$ cat config.mk
export PLATFORM = sky130hd
export DESIGN_NAME = queue_with_front_insert
export DESIGN_NICKNAME = d
export VERILOG_FILES = /design/src/design/qwfi_pkg.sv /design/src/design/qwfi_ctrl.sv /design/src/design/qwfi_datapath.sv /design/src/design/queue_with_front_insert.sv
export SDC_FILE = /design/constraint.sdc
export NUM_CORES = 1
export LEC_CHECK = 0
export CAP_MARGIN = 20
export CORE_MARGIN = 4
export CORE_UTILIZATION = 35
export DETAILED_ROUTE_END_ITERATION = 7
export DONT_BUFFER_PORTS = 1
export SKIP_CTS_REPAIR_TIMING = 1
export SLEW_MARGIN = 20
export SYNTH_ARGS = -nofsm -noshare
export SYNTH_HDL_FRONTEND = slang
export SYNTH_SLANG_ARGS = --single-unit
$ cat constraint.sdc
create_clock -name aclk -period 5.9 [get_ports aclk]
set_input_delay 0.295 -clock aclk [delete_from_list [all_inputs] [get_ports aclk]]
set_output_delay 0.295 -clock aclk [all_outputs]
set_load 0.01 [all_outputs]
$ cat src/design/qwfi_pkg.sv
// Shared types and constants for the queue with front insert.
package qwfi_pkg;

    localparam int DEFAULT_QUEUE_DEPTH = 16;

    localparam int OP_W     = 2;
    localparam int ID_W     = 16;
    localparam int CAP_W    = 16;
    localparam int STATUS_W = 2;
    localparam int COUNT_W  = 5;

    typedef enum logic [OP_W-1:0] {
        OP_PUSH_TAIL = 2'd0,
        OP_PUSH_HEAD = 2'd1,
        OP_POP_HEAD  = 2'd2,
        OP_PEEK      = 2'd3
    } op_t;

    typedef enum logic [STATUS_W-1:0] {
        STATUS_OK    = 2'd0,
        STATUS_FULL  = 2'd1,
        STATUS_EMPTY = 2'd2
    } status_t;

    typedef enum logic [1:0] {
        CTRL_IDLE,
        CTRL_READ,
        CTRL_LOAD
    } ctrl_state_t;

    typedef struct packed {
        logic exec;
        logic load_out;
    } qwfi_cmd_t;

    typedef struct packed {
        logic out_free;
    } qwfi_status_t;

endpackage

$ cat src/design/qwfi_ctrl.sv
// Controller state machine: accept, head read, result load.
module qwfi_ctrl
    import qwfi_pkg::*;
(
    input  logic         aclk,
    input  logic         aresetn,
    input  logic         s_valid,
    output logic         s_ready,
    input  qwfi_status_t dp_status,
    output qwfi_cmd_t    dp_cmd
);

    ctrl_state_t state_reg;
    ctrl_state_t state_next;

    always_ff @(posedge aclk) begin
        if (!aresetn) begin
            state_reg <= CTRL_IDLE;
        end else begin
            state_reg <= state_next;
        end
    end

    always_comb begin
        state_next = state_reg;
        case (state_reg)
            CTRL_IDLE: begin
                if (s_valid) begin
                    state_next = CTRL_READ;
                end
            end
            CTRL_READ: begin
                state_next = CTRL_LOAD;
            end
            CTRL_LOAD: begin
                if (dp_status.out_free) begin
                    state_next = CTRL_IDLE;
                end
            end
            default: begin
                state_next = CTRL_IDLE;
            end
        endcase
    end

    always_comb begin
        s_ready         = 1'b0;
        dp_cmd.exec     = 1'b0;
        dp_cmd.load_out = 1'b0;
        case (state_reg)
            CTRL_IDLE: begin
                s_ready     = 1'b1;
                dp_cmd.exec = s_valid;
            end
            CTRL_LOAD: begin
                dp_cmd.load_out = dp_status.out_free;
            end
            default: begin
                s_ready = 1'b0;
            end
        endcase
    end

endmodule

$ cat src/design/qwfi_datapath.sv
// Datapath: ring store, head/tail pointers, held count and result register.
module qwfi_datapath
    import qwfi_pkg::*;
#(
    parameter int QUEUE_DEPTH = DEFAULT_QUEUE_DEPTH
) (
    input  logic                aclk,
    input  logic                aresetn,
    input  qwfi_cmd_t           dp_cmd,
    output qwfi_status_t        dp_status,
    input  logic [OP_W-1:0]     s_op,
    input  logic [ID_W-1:0]     s_entry_id,
    input  logic [CAP_W-1:0]    s_entry_capacity,
    output logic                m_valid,
    input  logic                m_ready,
    output logic [STATUS_W-1:0] m_status,
    output logic                m_head_valid,
    output logic [ID_W-1:0]     m_head_id,
    output logic [CAP_W-1:0]    m_head_capacity,
    output logic [COUNT_W-1:0]  m_entry_count
);

    localparam int IDX_W = (QUEUE_DEPTH > 1) ? $clog2(QUEUE_DEPTH) : 1;
    localparam int CNT_W = $clog2(QUEUE_DEPTH + 1);
    localparam int REC_W = ID_W + CAP_W;

    logic [REC_W-1:0] store_mem [QUEUE_DEPTH];
    logic [REC_W-1:0] rd_data_reg;

    logic [IDX_W-1:0] head_reg;
    logic [IDX_W-1:0] head_next;
    logic [IDX_W-1:0] tail_reg;
    logic [IDX_W-1:0] tail_next;
    logic [CNT_W-1:0] count_reg;
    logic [CNT_W-1:0] count_next;
    status_t          status_reg;
    status_t          status_next;

    logic                 out_valid_reg;
    logic [STATUS_W-1:0]  out_status_reg;
    logic                 out_head_valid_reg;
    logic [ID_W-1:0]      out_head_id_reg;
    logic [CAP_W-1:0]     out_head_capacity_reg;
    logic [COUNT_W-1:0]   out_count_reg;

    logic             full;
    logic             empty;
    logic             wr_en;
    logic [IDX_W-1:0] wr_addr;
    logic [IDX_W-1:0] head_prev;
    logic [IDX_W-1:0] head_succ;
    logic [IDX_W-1:0] tail_succ;
    logic [CNT_W+COUNT_W-1:0] count_wide;
    op_t              op;

    assign op    = op_t'(s_op);
    assign full  = (count_reg == CNT_W'(QUEUE_DEPTH));
    assign empty = (count_reg == '0);

    assign head_prev = (head_reg == '0) ? IDX_W'(QUEUE_DEPTH - 1) : head_reg - 1'b1;
    assign head_succ = (head_reg == IDX_W'(QUEUE_DEPTH - 1)) ? '0 : head_reg + 1'b1;
    assign tail_succ = (tail_reg == IDX_W'(QUEUE_DEPTH - 1)) ? '0 : tail_reg + 1'b1;

    always_comb begin
        head_next   = head_reg;
        tail_next   = tail_reg;
        count_next  = count_reg;
        status_next = STATUS_OK;
        wr_en       = 1'b0;
        wr_addr     = tail_reg;
        case (op)
            OP_PUSH_TAIL: begin
                if (full) begin
                    status_next = STATUS_FULL;
                end else begin
                    wr_en      = dp_cmd.exec;
                    wr_addr    = tail_reg;
                    tail_next  = tail_succ;
                    count_next = count_reg + 1'b1;
                end
            end
            OP_PUSH_HEAD: begin
                if (full) begin
                    status_next = STATUS_FULL;
                end else begin
                    wr_en      = dp_cmd.exec;
                    wr_addr    = head_prev;
                    head_next  = head_prev;
                    count_next = count_reg + 1'b1;
                end
            end
            OP_POP_HEAD: begin
                if (empty) begin
                    status_next = STATUS_EMPTY;
                end else begin
                    head_next  = head_succ;
                    count_next = count_reg - 1'b1;
                end
            end
            default: begin
                if (empty) begin
                    status_next = STATUS_EMPTY;
                end
            end
        endcase
    end

    always_ff @(posedge aclk) begin
        if (wr_en) begin
            store_mem[wr_addr] <= {s_entry_capacity, s_entry_id};
        end
        rd_data_reg <= store_mem[head_reg];
    end

    always_ff @(posedge aclk) begin
        if (!aresetn) begin
            head_reg  <= '0;
            tail_reg  <= '0;
            count_reg <= '0;
        end else if (dp_cmd.exec) begin
            head_reg  <= head_next;
            tail_reg  <= tail_next;
            count_reg <= count_next;
        end
    end

    always_ff @(posedge aclk) begin
        if (dp_cmd.exec) begin
            status_reg <= status_next;
        end
    end

    assign count_wide = {{COUNT_W{1'b0}}, count_reg};
    assign dp_status.out_free = !out_valid_reg || m_ready;

    always_ff @(posedge aclk) begin
        if (!aresetn) begin
            out_valid_reg <= 1'b0;
        end else if (dp_cmd.load_out) begin
            out_valid_reg <= 1'b1;
        end else if (m_ready) begin
            out_valid_reg <= 1'b0;
        end
    end

    always_ff @(posedge aclk) begin
        if (dp_cmd.load_out) begin
            out_status_reg        <= status_reg;
            out_head_valid_reg    <= !empty;
            out_head_id_reg       <= empty ? '0 : rd_data_reg[ID_W-1:0];
            out_head_capacity_reg <= empty ? '0 : rd_data_reg[REC_W-1:ID_W];
            out_count_reg         <= count_wide[COUNT_W-1:0];
        end
    end

    assign m_valid         = out_valid_reg;
    assign m_status        = out_status_reg;
    assign m_head_valid    = out_head_valid_reg;
    assign m_head_id       = out_head_id_reg;
    assign m_head_capacity = out_head_capacity_reg;
    assign m_entry_count   = out_count_reg;

endmodule

$ cat src/design/queue_with_front_insert.sv
// Top level of the bounded double-ended record queue.
//
// Input channel (s_valid/s_ready) carries one request: s_op selects push at
// tail, push at head, pop head or peek; s_entry_id and s_entry_capacity give
// the record for the two push kinds and are ignored otherwise.
// Result channel (m_valid/m_ready) returns one transaction per request: the
// status (ok, full, empty), the head record after the request with its valid
// flag (id and capacity read as zero when the queue is empty) and the count.
// Each result is built in order from the accepting edge, where the pointers
// update and the store is written, through the registered store read at the
// head index, to the load of the result register once that register is free.
// A new request is accepted only after the current one has loaded its result.
// The result register stands apart from the controller: the next request is
// accepted while an earlier result still waits; a stalled receiver holds the
// block in its load step until the waiting result is taken.
// Synchronous active-low reset empties the queue and drops any pending result;
// store contents are not cleared and are read only after being written.
module queue_with_front_insert
    import qwfi_pkg::*;
#(
    parameter int QUEUE_DEPTH = DEFAULT_QUEUE_DEPTH
) (
    input  logic                aclk,
    input  logic                aresetn,
    input  logic                s_valid,
    output logic                s_ready,
    input  logic [OP_W-1:0]     s_op,
    input  logic [ID_W-1:0]     s_entry_id,
    input  logic [CAP_W-1:0]    s_entry_capacity,
    output logic                m_valid,
    input  logic                m_ready,
    output logic [STATUS_W-1:0] m_status,
    output logic                m_head_valid,
    output logic [ID_W-1:0]     m_head_id,
    output logic [CAP_W-1:0]    m_head_capacity,
    output logic [COUNT_W-1:0]  m_entry_count
);

    qwfi_cmd_t    dp_cmd;
    qwfi_status_t dp_status;

    qwfi_ctrl u_ctrl (
        .aclk      (aclk),
        .aresetn   (aresetn),
        .s_valid   (s_valid),
        .s_ready   (s_ready),
        .dp_status (dp_status),
        .dp_cmd    (dp_cmd)
    );

    qwfi_datapath #(
        .QUEUE_DEPTH (QUEUE_DEPTH)
    ) u_datapath (
        .aclk             (aclk),
        .aresetn          (aresetn),
        .dp_cmd           (dp_cmd),
        .dp_status        (dp_status),
        .s_op             (s_op),
        .s_entry_id       (s_entry_id),
        .s_entry_capacity (s_entry_capacity),
        .m_valid          (m_valid),
        .m_ready          (m_ready),
        .m_status         (m_status),
        .m_head_valid     (m_head_valid),
        .m_head_id        (m_head_id),
        .m_head_capacity  (m_head_capacity),
        .m_entry_count    (m_entry_count)
    );

endmodule

# [Word-level counts from Yosys, hierarchy flattened]
# Memories as Yosys holds them, arrays and structs flattened. A register that Yosys moved wholly into a read port is not among the register bits.
# Index checks and enable logic that the tools add are counted.
[word_totals] register_bits=58 latch_bits=0 mem_bits_rw=512 rom_bits=0 in_bits=38 output_inout_bits=42 elab_cells=71 n_memories=1
[mem_list] memory="u_datapath.store_mem" depth=16 word_bits=32 read_ports=1 rd_ports_with_merged_regs=1 wr=1 line_no="qwfi_datapath.sv:27" source="logic [REC_W-1:0] store_mem [QUEUE_DEPTH];"
[op_classes] n_addsub=5 n_mul=0 n_div=0 order_cmp=0 n_eq_ne=12 n_shift=0 muxes=26 n_bitwise=1 reduce_logical=15
[ops] op="$mux W4" count=7
[ops] op="$mux W1" count=10
[ops] op="$mux W5" count=2
[ops] op="$pmux W5 S2" count=1
[ops] op="$add A4 B1 Y4 const B" count=2
[ops] op="$eq A4 B4 Y1 const B" count=2
[ops] op="$mux W2" count=4
[ops] op="$ne A2 B2 Y1 const B" count=4
[ops] op="$pmux W4 S2" count=1
[ops] op="$reduce_and A4 Y1" count=2
[ops] op="$pmux W2 S3" count=1
[ops] op="$reduce_bool A2 Y1" count=3
[ops] op="$add A5 B1 Y5 const B" count=1
[ops] op="$eq A5 B5 Y1 const B" count=1
[ops] op="$logic_not A5 Y1" count=1
[ops] op="$sub A5 B1 Y5 const B" count=1
[ops] op="$eq A2 B1 Y1 const B" count=2
[ops] op="$eq A2 B2 Y1 const B" count=2
[ops] op="$logic_not A2 Y1" count=2
[ops] op="$logic_not A4 Y1" count=1
[ops] op="$sub A4 B1 Y4 const B" count=1
[ops] op="$reduce_and A3 Y1" count=1
[ops] op="$logic_not A1 Y1" count=2
[ops] op="$ne A2 B1 Y1 const B" count=1
[ops] op="4 further kinds" count=4

# [Depth between registers and ports, before layout]
# Gate-level depths: netlist (run 1).
[logic_depth] word_depth=6 depth_mapped=10 mapped_depth_nobuf=8

# [Modules after synthesis]
# A second synthesis (run 1) with hierarchy kept.
[hier_totals] cells_unflattened=1073 hier_area_um2=22604.2
[by_module_without_submodules] mod="qwfi_datapath" n_inst=1 cells_per_inst=1064 area_per_inst_um2=22505.3 seq_area_each_um2=17556.8
[by_module_without_submodules] mod="qwfi_ctrl" n_inst=1 cells_per_inst=9 area_per_inst_um2=98.8 seq_area_each_um2=40.0

# [Worst setup path after synthesis (run 1)]
# OpenSTA, ideal clock, no wires.
[synth_timing] kind="flip-flop to flip-flop" start="register u_datapath.head_reg[0]" end="memory u_datapath.store_mem[5][0] in the netlist's numbering (enable)" setup_time_ns=0.421 arrival_ns=3.079 required_time_ns=5.479 setup_slack_ns=2.400 stages_incl_launch_ff=9 n_path_buf=2 synth_period_minus_slack_ns=3.500 cell_sequence="dfxtp_1 buf_2 buf_2 inv_1 ha_1 o21bai_1 a22oi_1 a31oi_1 nor2_1"
[synth_between] elab_chain_cells=4 word_cells_on_any_way=5 cone_classes="add/sub: 1; mux: 3; reduce/logical: 1"
[synth_lines] item="start, declared" line_no="qwfi_datapath.sv:30" source="logic [IDX_W-1:0] head_reg;"
[synth_lines] item="start signal, assigned" line_no="qwfi_datapath.sv:121" source="head_reg <= head_next;"
[synth_lines] item="$sub A4 B1 Y4 or $logic_not A4 Y1 (tied branches)" line_no="qwfi_datapath.sv:60" source="assign head_prev = (head_reg == '0) ? IDX_W'(QUEUE_DEPTH - 1) : head_reg - 1'b1;"
[synth_lines] item="$mux W4 (*)" line_no="qwfi_datapath.sv:60"
[synth_lines] item="$mux W4 (*)" line_no="qwfi_datapath.sv:83" source="if (full) begin"
[synth_lines] item="$mux W4 (*)"
[synth_lines] item="end, declared" line_no="qwfi_datapath.sv:27"
# Mark *: on every way between the ends. The rest lies on a longest branch, timed or not.

# [Worst setup path in the final report (run 1)]
[layout_timing] start="register u_datapath.head_reg[1]" end="memory u_datapath.store_mem[14][18] in the netlist's numbering (enable)"
# The elaborated chain is that of the path after synthesis.

==> summary.md, run 1 <==
| Metric | Value |
|---|---|
| First DRT Iteration DRCs | 1132 |
| Area contributors post-synth | edfxtp_1, mux4_2, dfxtp_1 |
| Routed length per placed instance | 25.3 um |
| EDFF count, synth | 554 |
| Synthesized area | 22700 um^2 |
| Critical path endpoint category | flop |
| Post-synth ARST share | 0% |
| CTS Buffer Depth | 3 |
| Share of cells above drive strength 1 | 21.9% |
| Drt pass-1 iters | 5 |
| Register area share after synthesis | 77.5% |
| RSZ-0062 raised after global routing | false |
| Peak supply drop | 0.221 mV |
| Tmin final | 3.42 ns |
| Layout area overhead | 17.4% |
| Final ANT Viol Nets | 0 |
| Clock tree root buffer cell | clkbuf_16 |
| Port bufs | 0 |
| CTS buffer count | 59 |
| Nets | 1235 |
| I/O pins | 80 |
| CTS tree | yes |
| YS warnings | 0 |
| Post-synth net total | 1169 |
| Crit Path Class | flop to flop |
| GR Layer Usage met1 | 22.0% |
| Total gr overflow | 0 |
| Grt met2 use | 22.6% |
| Hpwl dp | 32200 um |
| Reg2Reg Setup Slack | 2.48 ns |
| Top cell type's share of synthesized area | 73.2% |
| Initial antenna violation count | 3 |
| Pin count of the biggest net entering global routing | 71 |
| Worst-Margin Slew | 1.03 ns |
| Placer congestion estimate | 0.787 |
| CP arrival | 3.77 ns |
| Core area | 64300 um^2 |
| Clock Latency Late Sink | 0.63 ns |
| Syn Inst Count | 1124 |
| Critical Path Fanout Max | 45 |
| All-layer global routing usage | 14.9% |
| Vias in the first global route | 10802 |
| Setup-failing EPs final | 0 |
| Filler cells | 5557 |
| Total power | 9.55 mW |
| TNS Setup | 0 ns |
| Die Ht | 263 um |
| FF+latch count, synth | 602 |
| Post-synth top area cell | edfxtp_1 |
| Worst-path clk slew | 0.06 ns |
| Worst hold path type | input pin to flop |
| Main synth FF type | edfxtp_1 |
| Critical path launch point type | flop |
| Slew Viols, Final | 0 |
| Skew final | 0.0312 ns |
| Max-cap violations | 0 |
| Antenna Cells | 0 |
| Period utilization | 57.9% |
| Vias per cell | 5.21 |
| Max FFs per register | 512 |
| Status | finished clean |
| Clock Sinks | 602 |
| H-tree depth | 2 |
| Die area | 69000 um^2 |
| Highest clock rate | 293 MHz |
| Global Route met3 Usage | 3.44% |
| DRT Wirelength | 53000 um |
| Residual DRC count | 0 |
| PwrDens | 358 nW/um^2 |
| Die W | 263 um |
| Row cnt | 93 |
| Top Usage Layer GRT | met2 |
| Syn_area_per_cell | 20.2 um^2 |
| First-pass GRT wire length | 76700 um |
| Initial core utilization | 35.3% |
| Via count | 10895 |
| Leak Pwr | 8.22 nW |
| Slew margin rel. | 31.3% |
| Synth unique cells | 47 |
| Final Hold Fails | 0 |
| WP data required | 6.25 ns |
[routing by layer]
metal | vias to the layer above | wire length (um) | share of wire, %
li1 | 4674 | - | -
met1 | 5787 | 23500 | 44
met2 | 365 | 24600 | 46
met3 | 67 | 3880 | 7.3
met4 | 2 | 1000 | 1.9
met5 | - | 7 | 0.013
[critical path, cell delays in order (launching register included)]
cell and delay (ns):
dfxtp_4 0.80, inv_1 0.14, ha_1 0.31, o21bai_1 0.21, a22o_1 0.26, a31oi_1 0.81, nor2_4 0.32, buf_16 0.26
[final timing paths]
kind                            startpoint                      endpoint  depth (start not counted)
setup / recovery    u_datapath.head_reg[1]  u_datapath.store_mem[14][18]                          7
hold / removal                     s_op[0]        u_datapath.tail_reg[1]                          3
setup reg to reg    u_datapath.head_reg[1]  u_datapath.store_mem[14][18]                          7
hold reg to reg   u_datapath.status_reg[0]        u_datapath.m_status[0]                          0
[through the flow]
step | worst slack, ns | cells | util [%] | hold WS [ns] | cell area [um^2]
3_3_place_gp | 2.45 | 1928 | 36.9 | 0.396 | 23700
2_1_floorplan | 2.40 | 1124 | - | 0.394 | 22700
5_1_grt | 2.34 | 2092 | 41.4 | 0.0411 | 26700
3_5_place_dp | 2.34 | 1943 | 37.4 | 0.397 | 24100
6_report | 2.48 | 2092 | 41.4 | 0.0544 | 26700
4_1_cts | 2.31 | 2051 | 40.7 | -0.275 | 26200
[where the power goes]
part	switching, mW	internal [mW]	leakage, nW
Combinational	0.417	0.281	1.81
Clock	1.57	2.45	1.02
Sequential	0.0636	4.77	5.40
Total	2.05	7.49	8.22
[Yosys cell counts (6+ instances only)]
library cell,n
a211oi_1,32
dfxtp_1,48
edfxtp_1,554
ha_1,6
nand2b_1,8
and2_1,68
clkbuf_1,39
a31oi_1,38
a21oi_1,6
buf_2,10
xnor2_1,7
inv_1,6
nor2_1,24
mux4_2,128
nand2_1,87
buf_4,7
[placed cells by master, fill, tap and decap left out, drive strengths merged, types with 2 or more instances in the layout]
cell type and count:
clkinv 12, ha 6, bufinv 11, nand2 88
o21a 4, inv 9, mux4 128, a21oi 7
a21boi 4, nand3 3, and3 5, and2 68
clkbuf 83, o21ai 5, nor2b 4, buf 28
dfxtp 48, a31oi 38, dlygate4sd3 37, edfxtp 554
xnor2 7, a31o 2, nand2b 8, mux2i 3
nor2 24, nor3b 2, a211oi 33
[final cells by class]
| class | instances | area [um^2] | share of cell area, % |
|---|---|---|---|
| clock buffers | 83 | 1670 | 6.26 |
| repair buffers | 65 | 916 | 3.44 |
| well taps | 855 | 1070 | 4.01 |
| clock inverters | 25 | 422 | 1.58 |
| flip-flops and latches | 602 | 17600 | 66.1 |
| multi-input cells | 454 | 4940 | 18.5 |
| inverters | 8 | 30.0 | 0.113 |
[logic make-up (layout without fill, tap and decap cells)]
family | after synthesis | in the layout | share of synthesized area, %
DFF | 602 | 602 | 77.5
adders and majority gates | 7 | 7 | 0.419
buffers and inverters | 68 | 181 | 1.33
and+or+nand+nor | 206 | 206 | 4.52
AOI/OAI and AO/OA | 102 | 102 | 3.14
xor gates and xnor gates | 8 | 8 | 0.308
muxes | 131 | 131 | 12.8
Power figures use the tool's default switching activity.
==> run 2: changes to the inputs <==
==> constraint.sdc (replaced) <==
create_clock -name aclk -period 3.4 [get_ports aclk]
set_input_delay 0.17 -clock aclk [delete_from_list [all_inputs] [get_ports aclk]]
set_output_delay 0.17 -clock aclk [all_outputs]
set_load 0.01 [all_outputs]
==> summary.md, run 2 (synthesized netlist as in run 1, its figures left out) <==
| Metric | Value |
|---|---|
| DRT Wirelength | 49000 um |
| P_sw | 3.46 mW |
| CTS tree | yes |
| Vias in the first global route | 11313 |
| CP arrival | 3.41 ns |
| Clock tree root buffer cell | clkbuf_16 |
| Pin count of the biggest net entering global routing | 83 |
| First DRT Iteration DRCs | 932 |
| Status | finished clean |
| Part of the power in registers | 52.9% |
| Most frequent cells in the layout | edfxtp_1, mux4_2, nand2_1 |
| TNS Setup | 0 ns |
| Core area | 64300 um^2 |
| Peak supply drop | 0.398 mV |
| Clock Sinks | 602 |
| Register area | 17600 um^2 |
| Final Hold Fails | 0 |
| Vias per cell | 5.12 |
| H-tree depth | 2 |
| Row cnt | 93 |
| Die W | 263 um |
| Layout area overhead | 16.0% |
| Slowest CP cell | a31oi_1 |
| Final ANT Viol Nets | 0 |
| Die Ht | 263 um |
| Setup-failing EPs final | 0 |
| Top Usage Layer GRT | met2 |
| Global Route met3 Usage | 3.71% |
| Initial antenna violation count | 4 |
| WP data required | 3.77 ns |
| Worst hold path type | input pin to flop |
| Filler cells | 5638 |
| Skew final | 0.0243 ns |
| Max FFs per register | 512 |
| Worst-Margin Slew | 1.03 ns |
| Slew Viols, Final | 0 |
| Critical path launch point type | flop |
| CP Cell Sequence | inv_1 > ha_1 > o21bai_1 > a22o_1 > a31oi_1 > nor2_4 > buf_12 |
| Worst-path clk slew | 0.06 ns |
| Total power | 15.8 mW |
| PwrDens | 598 nW/um^2 |
| Routed length per placed instance | 23.2 um |
| GR Layer Usage met1 | 18.8% |
| Placer congestion estimate | 0.732 |
| Max-cap violations | 0 |
| Total gr overflow | 0 |
| Hpwl dp | 27000 um |
| Slew margin rel. | 31.2% |
| Clock Latency Late Sink | 0.63 ns |
| Highest clock rate | 329 MHz |
| WP buf/inv | 2 |
| Critical Path Fanout Max | 14 |
| Most common cell after layout, fill and taps aside | edfxtp_1 |
| I/O pins | 80 |
| Critical path endpoint category | flop |
| CTS buffer count | 58 |
| Leak Pwr | 8.16 nW |
| Port bufs | 0 |
| CP top delay family | compound AO/OA/AOI/OAI gates |
| Grt met2 use | 23.4% |
| Tmin final | 3.04 ns |
| Crit Path Class | flop to flop |
| All-layer global routing usage | 14.1% |
| Residual DRC count | 0 |
| Switching portion of total power | 22.0% |
| Period utilization | 89.5% |
| Via count | 10811 |
| First-pass GRT wire length | 73900 um |
| Comb power frac | 7.3% |
| RSZ-0062 raised after global routing | false |
| Die area | 69000 um^2 |
| Nets | 1253 |
| Drt pass-1 iters | 5 |
| Multi-input logic area | 4940 um^2 |
| Pint | 12.3 mW |
| Share of cells above drive strength 1 | 22.8% |
| Initial core utilization | 35.3% |
| CTS Buffer Depth | 3 |
| Critical Path Max Stage Delay | 0.84 ns |
| Clock group share of total power | 39.8% |
==> run 2: layout make-up <==
| class | instances | area share (%) |
|---|---|---|
| diodes | 1 | 0.00950 |
| clock buffers | 77 | 5.89 |
| clock inverters | 32 | 1.29 |
| inverters | 8 | 0.114 |
| multi-input cells | 454 | 18.8 |
| flip-flops and latches | 602 | 66.8 |
| well taps | 855 | 4.06 |
| repair buffers | 84 | 3.05 |
==> run 2: stage by stage <==
stage          std cells  hold slack (ns)  area, um^2  setup WS [ns]  util [%]
2_1_floorplan       1124            0.269       22700         -0.100         -
3_3_place_gp        1964            0.270       24100          0.450      37.4
3_5_place_dp        1964            0.270       24100          0.358      37.4
4_1_cts             2073           -0.407       26000          0.343      40.3
5_1_grt             2113           0.0554       26400          0.189      41.0
6_report            2113           0.0432       26400          0.357      41.0
==> run 2: routing by layer <==
layer / wire length [um] / vias up
li1: - / 4702
met1: 21200 / 5751
met2: 24000 / 287
met3: 2910 / 69
met4: 894 / 2
met5: 13 / -
==> run 2: power groups by stage <==
stage,registers (mW),clock network (mW),logic [mW]
final,8.34,6.28,1.16
after global routing,8.35,6.78,1.27
after CTS,8.34,6.45,1.07
after detailed placement,8.50,0,1.06
after global placement,8.49,0,1.06
after floorplan,8.47,0,0.788
==> run 2: worst paths after layout <==
| check | from | endpoint | slack (ns) | cells after the start |
|---|---|---|---|---|
| setup / recovery | u_datapath.head_reg[0] | u_datapath.store_mem[12][12] | 0.36 | 7 |
| hold / removal | s_op[1] | u_datapath.head_reg[0] | 0.04 | 4 |
| setup reg to reg | u_datapath.head_reg[0] | u_datapath.store_mem[12][12] | 0.36 | 7 |
| hold reg to reg | u_datapath.status_reg[0] | u_datapath.m_status[0] | 0.42 | 0 |
==> run 2: worst reg2reg max path, cell delays in order, from the launching register on <==
cell      delay [ns]
dfxtp_4         0.52
inv_1           0.13
ha_1            0.30
o21bai_1        0.21
a22o_1          0.24
a31oi_1         0.84
nor2_4          0.29
buf_12          0.25
